[src/rtl/ast_pkg.sv]
`default_nettype none

package ast_pkg;

   // default table depth
   localparam int SLOT_COUNT_DEF = 16;

   // time scale and saturation limits
   localparam int          UNITS_PER_MS = 10000;
   localparam logic [64:0] ROUND_UP     = 65'd9999;
   localparam logic [30:0] COUNT_MAX    = 31'h7fffffff;
   localparam logic [31:0] WAIT_MAX     = 32'hfffffffe;
   localparam logic [31:0] WAIT_NONE    = 32'hffffffff;

   // command codes
   localparam logic [2:0] CMD_TICK     = 3'd0;
   localparam logic [2:0] CMD_ONE_SHOT = 3'd1;
   localparam logic [2:0] CMD_PERIODIC = 3'd2;
   localparam logic [2:0] CMD_DISARM   = 3'd3;
   localparam logic [2:0] CMD_READ     = 3'd4;

   // result kinds
   localparam logic [2:0] KIND_ARM    = 3'd0;
   localparam logic [2:0] KIND_SIGNAL = 3'd1;
   localparam logic [2:0] KIND_WAIT   = 3'd2;
   localparam logic [2:0] KIND_TIME   = 3'd3;
   localparam logic [2:0] KIND_ACK    = 3'd4;

   // status codes
   localparam logic [1:0] STAT_OK      = 2'd0;
   localparam logic [1:0] STAT_INVALID = 2'd1;
   localparam logic [1:0] STAT_FULL    = 2'd2;

   typedef struct packed {
      logic [2:0]         cmd;
      logic [31:0]        elapsed_ms;
      logic signed [63:0] base_time;
      logic signed [63:0] offset_time;
      logic [15:0]        event_id;
      logic [31:0]        target_cookie;
   } ast_req_type;

   typedef struct packed {
      logic [2:0]         kind;
      logic [1:0]         status;
      logic [31:0]        issued_cookie;
      logic [15:0]        signal_event;
      logic [30:0]        signal_count;
      logic signed [63:0] time_value;
      logic [31:0]        wait_ms;
      logic               last;
   } ast_rsp_type;

   // one table entry
   typedef struct packed {
      logic        periodic;
      logic [31:0] cookie;
      logic [15:0] event_id;
      logic [63:0] start;
      logic [63:0] interval;
   } ast_slot_type;

   // divider command and answer
   typedef struct packed {
      logic        start;
      logic [64:0] dividend;
      logic [63:0] divisor;
   } ast_div_req_type;

   typedef struct packed {
      logic        done;
      logic [64:0] quotient;
      logic [63:0] remainder;
   } ast_div_rsp_type;

endpackage

`default_nettype wire

[src/rtl/ast_div.sv]
`default_nettype none

module ast_div
   import ast_pkg::*;
(
   input  wire logic            clock,
   input  wire logic            reset,
   input  wire ast_div_req_type div_req,
   output ast_div_rsp_type      div_rsp
);

   localparam int          QBITS = 65;
   localparam logic [6:0]  LAST_STEP = 7'(QBITS - 1);

   logic        busy_ff, busy_in;
   logic        done_ff, done_in;
   logic [6:0]  step_ff, step_in;
   logic [64:0] quo_ff, quo_in;
   logic [63:0] rem_ff, rem_in;
   logic [63:0] dsr_ff, dsr_in;
   logic [64:0] trial;
   logic [64:0] trial_sub;

   // restoring division, one quotient bit per cycle
   always_comb begin
      busy_in   = busy_ff;
      done_in   = 1'b0;
      step_in   = step_ff;
      quo_in    = quo_ff;
      rem_in    = rem_ff;
      dsr_in    = dsr_ff;
      trial     = {rem_ff, quo_ff[64]};
      trial_sub = trial - {1'b0, dsr_ff};
      if (div_req.start) begin
         busy_in = 1'b1;
         step_in = '0;
         quo_in  = div_req.dividend;
         rem_in  = '0;
         dsr_in  = div_req.divisor;
      end else if (busy_ff) begin
         if (trial >= {1'b0, dsr_ff}) begin
            rem_in = trial_sub[63:0];
            quo_in = {quo_ff[63:0], 1'b1};
         end else begin
            rem_in = trial[63:0];
            quo_in = {quo_ff[63:0], 1'b0};
         end
         step_in = step_ff + 7'd1;
         if (step_ff == LAST_STEP) begin
            busy_in = 1'b0;
            done_in = 1'b1;
         end
      end
   end

   always_ff @(posedge clock) begin
      if (reset) begin
         busy_ff <= 1'b0;
         done_ff <= 1'b0;
         step_ff <= '0;
      end else begin
         busy_ff <= busy_in;
         done_ff <= done_in;
         step_ff <= step_in;
      end
      quo_ff <= quo_in;
      rem_ff <= rem_in;
      dsr_ff <= dsr_in;
   end

   assign div_rsp.done      = done_ff;
   assign div_rsp.quotient  = quo_ff;
   assign div_rsp.remainder = rem_ff;

endmodule

`default_nettype wire
[config.mk]
export PLATFORM = sky130hd
export DESIGN_NAME = ast_div
export DESIGN_NICKNAME = d
export VERILOG_FILES = /design/src/rtl/ast_pkg.sv /design/src/rtl/ast_div.sv
export SDC_FILE = /design/constraint.sdc
export NUM_CORES = 1
export LEC_CHECK = 0
export BUFFER_PORTS_ARGS = -buffer_cell sky130_fd_sc_hd__buf_4
export CAP_MARGIN = 20
export CORE_ASPECT_RATIO = 1.1
export CORE_MARGIN = 5
export CORE_UTILIZATION = 48
export CTS_CLUSTER_DIAMETER = 100
export DETAILED_ROUTE_END_ITERATION = 8
export HOLD_SLACK_MARGIN = 0.05
export PLACE_DENSITY = 0.78
export SLEW_MARGIN = 30
export SYNTH_ARGS = -nofsm -noshare
export SYNTH_HDL_FRONTEND = slang
export SYNTH_SLANG_ARGS = --single-unit
export TNS_END_PERCENT = 100
[constraint.sdc]
create_clock -name clock -period 4.11 [get_ports clock]
set_clock_uncertainty 0.15 [all_clocks]
set_input_delay 0.2055 -clock clock [delete_from_list [all_inputs] [get_ports clock]]
set_output_delay 0.2055 -clock clock [all_outputs]
set_load 0.01 [all_outputs]
; Yosys cells after proc, flatten, opt, wreduce, memory -nomap -nowiden
; Cells that the tools add are included.
[op_classes]
addsub = 2
mul = 0
n_div = 0
n_lt_le_gt_ge = 1
n_eq_ne = 1
n_shift = 0
n_mux = 8
bitwise = 1
reduce_logical = 3
[op_table]
columns = op, n
row1 = two-way mux 65 bit, 2
row2 = greater-or-equal comparator 65 x 64 -> 1 bit, 1
row3 = two-way mux 64 bit, 1
row4 = subtractor 64 bit, 1
row5 = "adder 7 x 1 -> 7 bit, second input constant", 1
row6 = "== test 7 bit, second input constant", 1
row7 = two-way mux 1 bit, 5
row8 = OR reduction 3 bit, 1
row9 = nonzero test 2 bit, 1
row10 = OR reduction 2 bit, 1
row11 = inverter 1 bit, 1
[totals]
register_bits = 202
latchBits = 0
ramBits = 0
romBits = 0
input_bits = 132
out_inout_bits = 130
wordCells = 22
mem_count = 0

; Depth between registers and ports, before layout
; Gate-level depths: netlist of run 1.
[depth]
word_depth = 4
ltp_mapped = 15
depth_no_buf = 13

; Worst setup path before layout of run 1
; OpenSTA, ideal clock, no wires.
[synth_path]
kind = register -> register
startpoint = register quo_ff[64]
endpoint = register rem_ff[60]
setup_ps = 76
arrival_time_ps = 3062
required_ps = 3884
slack_ps = 822
stages_incl_launch_ff = 14
n_path_buf = 0
synth_period_minus_slack_ps = 3288
path_cell_list = edfxtp_1 > inv_1 > ha_1 > fa_1 > nand2b_1 > a21oi_1 > o211ai_2 > a21boi_1 > or4_1 > a31o_1 > a31o_2 > a31o_2 > a311o_1 > o22ai_1
[synth_via]
elab_chain_len = 2
word_cells_on_any_way = 3
classes_between = add/sub: 1 / order compare: 1 / mux: 1
[synth_lines]
columns = item, line_no
row1 = start: declaration, ast_div.sv:18  ; logic [64:0] quo_ff, quo_in;
row2 = start signal: assignment, ast_div.sv:66  ; quo_ff <= quo_in;
row3 = subtractor 64 bit / greater-or-equal comparator 65 x 64 -> 1 bit (equally long branches), "ast_div.sv:33, ast_div.sv:41"
row4 = two-way mux 64 bit (*), ast_div.sv:41  ; if (trial >= {1'b0, dsr_ff}) begin
row5 = end signal: assignment, ast_div.sv:67  ; rem_ff <= rem_in;
row6 = end: declaration, ast_div.sv:19  ; logic [63:0] rem_ff, rem_in;
; Mark *: on every way between the ends. The rest lies on a longest branch, timed or not.
; A chain may end at the register's enable or synchronous reset.

; Worst setup path after layout of run 1
[layout_path]
startpoint = register rem_ff[9]
endpoint = register rem_ff[0]
[layout_via]
elab_chain_len = 2
[layout_lines]
columns = item, line_no
row1 = greater-or-equal comparator 65 x 64 -> 1 bit, ast_div.sv:41
row2 = two-way mux 64 bit, ast_div.sv:41
; Every way passes these cells.

==> results of run 1 <==
Yosys cell counts (all sizes together), types with 30 or more instances:
master / instances / area (um2)
mux2: 67 / 754
a211oi: 49 / 368
inv: 84 / 315
ha: 66 / 826
o21ai: 73 / 365
clkbuf: 48 / 180
nand2: 103 / 387
nor2: 104 / 390
xor2: 30 / 263
mux2i: 42 / 420
a21oi: 108 / 544
dfxtp: 73 / 1460
edfxtp: 129 / 3870
cell families (layout without fill, tap and decap cells):
group | Yosys count | in the layout | synth area share, %
fa+ha+maj | 67 | 67 | 7.00
flops | 202 | 202 | 44.2
simple gates | 313 | 313 | 11.7
compound gates | 339 | 339 | 17.7
xor+xnor | 58 | 58 | 4.20
mux | 109 | 109 | 9.72
buf+inv | 149 | 532 | 5.47
sequential cells by signal (all words and copies together) (netlist names):
signal	flops
quo_ff	65
dsr_ff	64
rem_ff	64
step_ff	7
busy_ff	1
done_ff	1
per-stage QoR:
step	cells	hold WS (ps)	setup slack, ps	power [mW]	utilization (%)
after floorplan	1237	128	822	3.35	-
after global placement	1761	215	432	3.86	56.9
after detailed placement	1761	221	341	3.88	56.9
after CTS	1935	69.4	308	6.03	65.1
after global routing	1935	107	97.8	6.30	65.1
final	1935	46.9	300	6.03	65.1
worst reg2reg max path: stages, from the launching register on:
cell	delay (ps)
dfxtp_1	340
ha_1	430
and4_1	270
nand3_1	90
a21o_1	200
a2111oi_2	420
or3_1	260
a31oi_1	160
o41ai_4	510
buf_12	290
mux2_2	370
a211oi_1	220
where the power goes:
group	internal (mW)	switching [mW]	total, mW
Clock	1.20	0.858	2.05
Combinational	0.703	0.805	1.51
Sequential	2.35	0.119	2.47
cell type report:
type                    instances  area share [%]
well taps                     315            2.42
repair buffers                403            20.8
multi-input cells             886            37.4
flip-flops and latches        202            32.8
clock buffers                  35            4.13
inverters                      85            1.96
clock inverters                 9           0.438
routing by layer:
layer | part of all wire [%] | vias to the layer above | global-route usage, %
met5 | 0 | - | 0
met4 | 2.9 | 0 | 7.11
met3 | 8.1 | 87 | 5.84
met2 | 48 | 440 | 43.6
met1 | 41 | 5136 | 31.0
li1 | - | 5238 | -
timing repair:
action	4_1_cts	5_1_grt
gates resized for setup	0	0
endpoints found under the hold margin	138	0
hold buffers	130	0
worst max-delay path by stage:
| stage | from | endpoint | slack (ps) | cells past startpoint |
|---|---|---|---|---|
| 6_report | rem_ff[9] | rem_ff[0] | 300 | 11 |
| 3_5_place_dp | dsr_ff[10] | rem_ff[0] | 340 | 12 |
| 5_1_grt | dsr_ff[12] | rem_ff[0] | 100 | 12 |
| 3_3_place_gp | dsr_ff[10] | rem_ff[0] | 430 | 12 |
| 4_1_cts | rem_ff[9] | rem_ff[0] | 310 | 11 |
| 2_1_floorplan | quo_ff[64] | rem_ff[60] | 820 | 13 |
==> results.toml, run 1 <==
[worst_setup_path]
reg2regPathDepth = 11
crit_chain = "ha_1, and4_1, nand3_1, a21o_1, a2111oi_2, or3_1, a31oi_1, o41ai_4, buf_12, mux2_2, a211oi_1"
cp.arrival_ps = 4090
slowest_delay_ps = 510
crit_required_ps = 4390
crit_slowest_cell = "o41ai_4"
critPathCaptureType = "flop"
path_delay_family = "compound AO/OA/AOI/OAI gates"
critPathLaunchType = "flop"
r2r-start = "rem_ff[9]"
r2r_end = "rem_ff[0]"
rrSetupSlack_ps = 300
crit_fanout = 38
cp.buffers_inverters = 1
crit_type = "reg2reg"

[cells_and_area]
final_common_cell = "buf_4"
multiInputGateArea_um2 = 6100
layout_common_cells = "buf_4 (268), dlygate4sd3_1 (130), edfxtp_1 (129)"
fillers = 1958
final_nets = 1801
antenna_cells = 0
syn_to_final_growth_pct = 34.8
register_area_um2 = 5340
final_area_um2 = 16300
drive_gt1_share_pct = 24.0

[timing]
post-route-min-period_ps = 3810
worst_slew_pin_slew_ps = 852
setup_viol = 0
post-route-period-util_pct = 92.7
finalMaxSlewViolations = 0
slew_headroom_pct = 43.2
rsz0062_at_grt = "false"
clock.fmax_ghz = 0.262
finalSetupTns_ps = 0
hold_viol_final = 0

[pwr]
p_leak_nw = 6.87
vdd.ir_drop.worst_uv = 322
power_density_nw_per_um2 = 370

[synth]
syn_area_per_cell_um2 = 9.77
ys_warn_count = 0
syn_area_um2 = 12100
syn-instance-count = 1237
yosysUniqueCellTypes = 71
synth_enable_flop_cells = 129
synth_ff_type = "edfxtp_1"
seq_area_frac_synth_pct = 44.2
async_flop_share_pct = 0
syn-num-nets = 1436
synth_seq_cells = 202

[placed_design]
gp_congestion = 0.929
hpwl_um = 25400
postPlaceCellArea_um2 = 14200
io_buffers = 261

[die]
rows = 61
dieHeight_um = 176
die_area_um2 = 28400
initial_core_util_pct = 48.3
boundaryPins = 262
coreArea_um2 = 25000
fp.dieW_um = 161

[drt]
drc = 0
drt-pass1-iter-count = 5
finalWirelength_um = 36600
postRouteAntennaNets = 0
wl_per_cell_um = 18.9
first_iter_violations = 745
viasPerCell = 5.63
dr_total_vias = 10900

[hold_path]
hold_start = "div_req[129]"
hp-class = "in2reg"
hold_depth = 2
hold_end = "rem_ff[60]"

[global_route]
grt_pass1_vias = 11100
gr-total-overflow = 0
grt_pass1_wl_um = 58400
grt_max_degree = 106
antenna_found_initial = 0
track_usage_pct = 24.9

[run_status]
status = "complete, no violations"

[cts]
cts_tree = "yes"
worst_skew_pair.late_latency_ps = 520
root_buffer = "clkbuf_16"
clock_path_buffers = 3
clkSinkCount = 202
htreeDepth = 1
numCtsBuffers = 24
postCtsSetupBuffers = 0
path_clk_slew_ps = 60

[job]
drv_cap = 0
(Power assumes the default switching activity.)
==> run 2: changes to the inputs <==
Settings changed: ABC_AREA set to 1, PLACE_DENSITY 0.78 to 0.76.
Clock period 4.11 ns to 4.39 ns, I/O delays scaled along.
==> run 2 against run 1 <==
Via count is 38% higher. Non-clock buffer count shrank 4. Hold slack better by 43 ps. Area after synthesis grew 20%. Clock-buffer cell count decreased by 3. Cell count increased by 53%. Power fell by 15%. Clock power up 2%. Synthesized cell count is 77% higher. Design area increased by 15%. Sequential power down 9.7%. Sequential cell count stayed put. Largest power group unchanged. Highest routed layer unchanged.
==> results.toml, run 2 <==
[run_status]
status = "complete, no violations"

[hold_path]
hp-class = "in2reg"

[cells_and_area]
utilization_pct = 63.4
multiInputGateArea_um2 = 7190
largestRegisters = "quo_ff: 65 flops, dsr_ff: 64 flops, rem_ff: 64 flops"
layout_common_cells = "nand2_1 (915), inv_1 (432), buf_4 (269)"
top_register = "quo_ff"
register_area_um2 = 5340
fillers = 2622
drive_gt1_share_pct = 14.2
syn_to_final_growth_pct = 30.0
largest_register_ffs = 65
final_common_cell = "nand2_1"
antenna_cells = 0
final_nets = 2763

[pwr]
p_comb_share_pct = 15.3
power.switching_mw = 1.31
power_density_nw_per_um2 = 272
vdd.ir_drop.worst_uv = 373
p_clk_share_pct = 41.1
seqPwrFrac_pct = 43.6
p_leak_nw = 10.3
swShare_pct = 25.7
p_int_mw = 3.79

[synth]
yosys.area_share.xor_xnor_pct = 1.88
ys_warn_count = 0
synth_mux_area_share_pct = 0
synth_enable_flop_cells = 129
synth_compound_area_share_pct = 4.15
async_flop_share_pct = 0
synthAdderAreaFrac_pct = 5.85
netlist.area_leader.share_pct = 26.8
synth_simple_gate_area_share_pct = 37.8
synth_top_family_by_area = "simple AND/OR/NAND/NOR gates"
syn-num-nets = 2386
syn_area_um2 = 14500
synth.area.top_cells = "edfxtp_1 (27%), nand2_1 (24%), inv_1 (11%), dfxtp_1 (10%), ha_1 (5.7%)"
synth_top_area_cell = "edfxtp_1"
yosysMostFrequentCell = "nand2_1"
syn_area_per_cell_um2 = 6.61
synth_ff_type = "edfxtp_1"
syn-instance-count = 2187
synth_seq_cells = 202
synth_common_cells = "nand2_1 (915), inv_1 (433), nand3_1 (139), edfxtp_1 (129), nor2_1 (108)"
seq_area_frac_synth_pct = 36.9
yosysUniqueCellTypes = 36

[worst_setup_path]
critPathLaunchType = "flop"
critPathCaptureType = "flop"
cp.arrival_ps = 3200
cp.buffers_inverters = 2
crit_type = "reg2reg"
crit_required_ps = 4460
crit_fanout = 65
crit_chain = "inv_1, ha_1, a21oi_1, nand2_1, nand2_1, nand2_1, a21oi_1, nand2_1, nor2_4, buf_4, a31oi_1"
crit_slowest_cell = "buf_4"
crit_path_frequent_cell = "nand2_1"
path_delay_family = "buffers and inverters"
slowest_delay_ps = 660

[placed_design]
hpwl_um = 40400
io_buffers = 261
dp_slack_ps = 1290
gp_congestion = 1.02

[timing]
finalSetupTns_ps = 0
post-route-min-period_ps = 3130
post-route-period-util_pct = 71.4
worst_slew_pin_slew_ps = 907
slew_headroom_pct = 39.5
finalMaxSlewViolations = 0
setup_viol = 0
setup_slack_ps = 1260
clock.fmax_ghz = 0.319
rsz0062_at_grt = "false"
timing.hold.ws_ps = 89.6
hold_viol_final = 0

[drt]
drt-pass1-iter-count = 8
dr_total_vias = 15000
postRouteAntennaNets = 0
first_iter_violations = 1058
wl_per_cell_um = 18.1
drc = 0
viasPerCell = 5.08
finalWirelength_um = 53500

[cts]
clock_path_buffers = 3
htreeDepth = 1
numCtsBuffers = 23
postCtsSetupBuffers = 0
clkSinkCount = 202
cts_tree = "yes"
root_buffer = "clkbuf_16"
path_clk_slew_ps = 70
worst_skew_pair.late_latency_ps = 530

[global_route]
gr-total-overflow = 0
grt_max_degree = 68
track_usage_pct = 31.3
grt_pass1_vias = 15200
antenna_found_initial = 0
grt_pass1_wl_um = 83100

[die]
die_area_um2 = 33700
initial_core_util_pct = 48.8
fp.dieW_um = 175
boundaryPins = 262
dieHeight_um = 192
coreArea_um2 = 29600
rows = 66

[job]
drv_cap = 0
==> run 2: metrics by stage <==
step	instances	power [mW]	cell area [um2]
CTS	2955	5.11	18800
floorplan	2187	2.59	14500
global route	2955	5.30	18800
global placement	2783	2.92	16700
finish	2955	5.10	18800
detailed placement	2783	2.93	16700
==> run 2: logic make-up (layout without fill, tap and decap cells) <==
| logic type | count (synthesis) | after routing |
|---|---|---|
| adder cells (fa/ha/maj) | 67 | 67 |
| buffers and inverters | 483 | 877 |
| AND/OR/NAND/NOR | 1292 | 1292 |
| AO/OA/AOI/OAI | 112 | 112 |
| flip-flops | 202 | 202 |
| XOR/XNOR | 31 | 31 |
==> run 2: final timing paths <==
check	from	depth (start not counted)	to	slack, ps
max	dsr_ff[52]	11	quo_ff[0]	1260
min	div_req[129]	1	dsr_ff[8]	90
min reg2reg	rem_ff[40]	2	rem_ff[40]	330
max reg2reg	dsr_ff[52]	11	quo_ff[0]	1260
==> run 2: layout make-up <==
type,count,share of cell area [%]
clock buffers,32,3.69
inverters,436,8.73
clock inverters,10,0.746
repair buffers,399,17.7
well taps,374,2.49
multi-input cells,1502,38.3
flip-flops and latches,202,28.4
==> run 2: what timing repair did <==
action	CTS	global route
gates resized for setup	0	0
hold buffers	130	0
hold endpoints to repair	138	0
==> run 2: power groups by stage <==
stage / Clock, mW / Sequential (mW) / Combinational (mW)
finish: 2.10 / 2.23 / 0.782
global route: 2.21 / 2.24 / 0.853
CTS: 2.13 / 2.22 / 0.764
detailed placement: 0 / 2.26 / 0.668
global placement: 0 / 2.26 / 0.659
floorplan: 0 / 2.27 / 0.319
==> run 2: metal layers <==
layer,vias to the layer above,track usage (%),share of wire [%]
met5,-,0,0
met4,0,11.8,4.2
met3,104,5.77,7.0
met2,582,57.2,49
met1,6874,36.5,40
li1,7452,-,-
==> run 3: changes to the inputs <==
Settings changed: PLACE_DENSITY 0.76 to 0.79.
Clock period 4.39 ns to 2.55 ns, I/O delays scaled along.
==> run 3 against run 2 <==
The flow now finishes with violations (negative setup slack). Largest cell class unchanged. First-iteration DRC count rose by 78%. Global-route usage rose by 6.2 points. Design area rose by 24%. Largest power group unchanged. Sequential power rose by 73%. Critical endpoint is now rem_ff[28]. Clock-buffer cell count fell by 3.
==> results.toml, run 3 (same netlist as run 2, synthesis figures left out) <==
[run_status]
status = "finished with violations"
violations = "negative setup slack"

[timing]
clock.fmax_ghz = 0.351
setup_slack_ps = -300
setup_viol = 65
hold_viol_final = 0
finalSetupTns_ps = -9950
post-route-period-util_pct = 112
worst_slew_pin_slew_ps = 613
post-route-min-period_ps = 2850
slew_headroom_pct = 59.1
finalMaxSlewViolations = 0
rsz0062_at_grt = "true"

[cells_and_area]
final_nets = 3091
layout_common_cells = "nand2_1 (808), buf_4 (528), inv_1 (406)"
largest_register_ffs = 65
syn_to_final_growth_pct = 61.1
largestRegisters = "quo_ff: 65 flops, dsr_ff: 64 flops, rem_ff: 64 flops"
final_common_cell = "nand2_1"
top_register = "quo_ff"
antenna_cells = 0
drive_gt1_share_pct = 32.4

[die]
rows = 66
die_area_um2 = 33700
fp.dieW_um = 175
coreArea_um2 = 29600
dieHeight_um = 192
initial_core_util_pct = 48.8
boundaryPins = 262

[pwr]
power_density_nw_per_um2 = 398
vdd.ir_drop.worst_uv = 582
totalPowerFinal_mw = 9.27
p_leak_nw = 12.2
seqPwrFrac_pct = 41.7
p_clk_share_pct = 37.6
power.switching_mw = 2.60
p_comb_share_pct = 20.7
swShare_pct = 28.1
p_int_mw = 6.66

[cts]
clkSinkCount = 202
cts_tree = "yes"
worst_skew_pair.late_latency_ps = 550
root_buffer = "clkbuf_16"
numCtsBuffers = 22
clock_path_buffers = 3
path_clk_slew_ps = 70
htreeDepth = 1

[drt]
viasPerCell = 5.51
finalWirelength_um = 71500
wl_per_cell_um = 21.8
first_iter_violations = 1886
drt-pass1-iter-count = 6
postRouteAntennaNets = 0
drc = 0
dr_total_vias = 18100

[worst_setup_path]
slowest_delay_ps = 380
crit_slowest_cell = "edfxtp_1"
path_delay_family = "simple AND/OR/NAND/NOR gates"
critPathCaptureType = "flop"
crit_chain = "inv_1, ha_4, nand2_2, buf_4, inv_1, nand2_1, nand2_1, inv_1, nand2_1, inv_1, nand2_1, inv_2, nand2_4, xnor2_1, nand2_1, nand3_1, nand2_1"
crit_required_ps = 2830
critPathLaunchType = "flop"
crit_type = "reg2reg"
crit_fanout = 4
crit_path_frequent_cell = "nand2_1"
cp.buffers_inverters = 6
cp.arrival_ps = 3130

[global_route]
track_usage_pct = 37.4
antenna_found_initial = 0
grt_max_degree = 82
grt_pass1_wl_um = 97800
gr-total-overflow = 0
grt_pass1_vias = 17600

[placed_design]
hpwl_um = 42200
dp_slack_ps = -379
io_buffers = 261
gp_congestion = 0.955

[hold_path]
hp-class = "in2reg"

[job]
drv_cap = 0
-- run 3: repair_timing --
item / CTS / global route
gates resized for setup: 126 / 248
hold buffers: 156 / 0
setup buffers: 25 / 23
setup endpoints to repair: 65 / 65
gates cloned: 6 / 6
pin swaps: 24 / 91
hold endpoints to repair: 138 / 0
-- run 3: through the flow --
| step | std cells | area (um2) | util [%] | hold slack, ps |
|---|---|---|---|---|
| 2_1_floorplan | 2187 | 14500 | - | 46.6 |
| 3_3_place_gp | 3028 | 18600 | 62.8 | 147 |
| 3_5_place_dp | 3028 | 18600 | 62.8 | 152 |
| 4_1_cts | 3254 | 21900 | 73.9 | 52.5 |
| 5_1_grt | 3282 | 23300 | 78.5 | 94.9 |
| 6_report | 3282 | 23300 | 78.5 | 72.7 |
-- run 3: worst register-to-register path: stages (launching register included) --
cell and delay [ps]:
edfxtp_1 380, inv_1 240, ha_4 280, nand2_2 110
buf_4 140, inv_1 50, nand2_1 90, nand2_1 120
inv_1 100, nand2_1 100, inv_1 80, nand2_1 140
inv_2 110, nand2_4 80, xnor2_1 260, nand2_1 120
nand3_1 120, nand2_1 70
-- run 3: layer usage --
layer	part of all wire [%]	global-route usage (%)
met1	35	42.6
met4	7.9	19.8
met3	9.7	6.54
met2	47	67.2
met5	0	0
-- run 3: power groups by stage --
stage	combinational, mW	sequential (mW)	clock [mW]
finish	1.92	3.86	3.48
CTS	1.64	3.82	3.43
floorplan	0.550	3.91	0
global placement	1.33	3.88	0
detailed placement	1.35	3.88	0
global route	2.01	3.86	3.63
-- run 3: final timing paths --
kind,start,to,slack [ps],cells after the start
hold reg to reg,rem_ff[63],rem_ff[63],350,2
setup reg to reg,dsr_ff[27],rem_ff[28],-300,17
setup / recovery,dsr_ff[27],rem_ff[28],-300,17
hold / removal,div_req[129],quo_ff[14],70,3
-- run 3: layout make-up --
class                      count  area [um2]
clock inverter                11         133
clock buffer                  29         628
inverter                     436        1640
sequential                   202        5340
fill                        1864        6370
tap                          374         468
timing repair buffer         728        6330
multi-input combinational   1502        8750
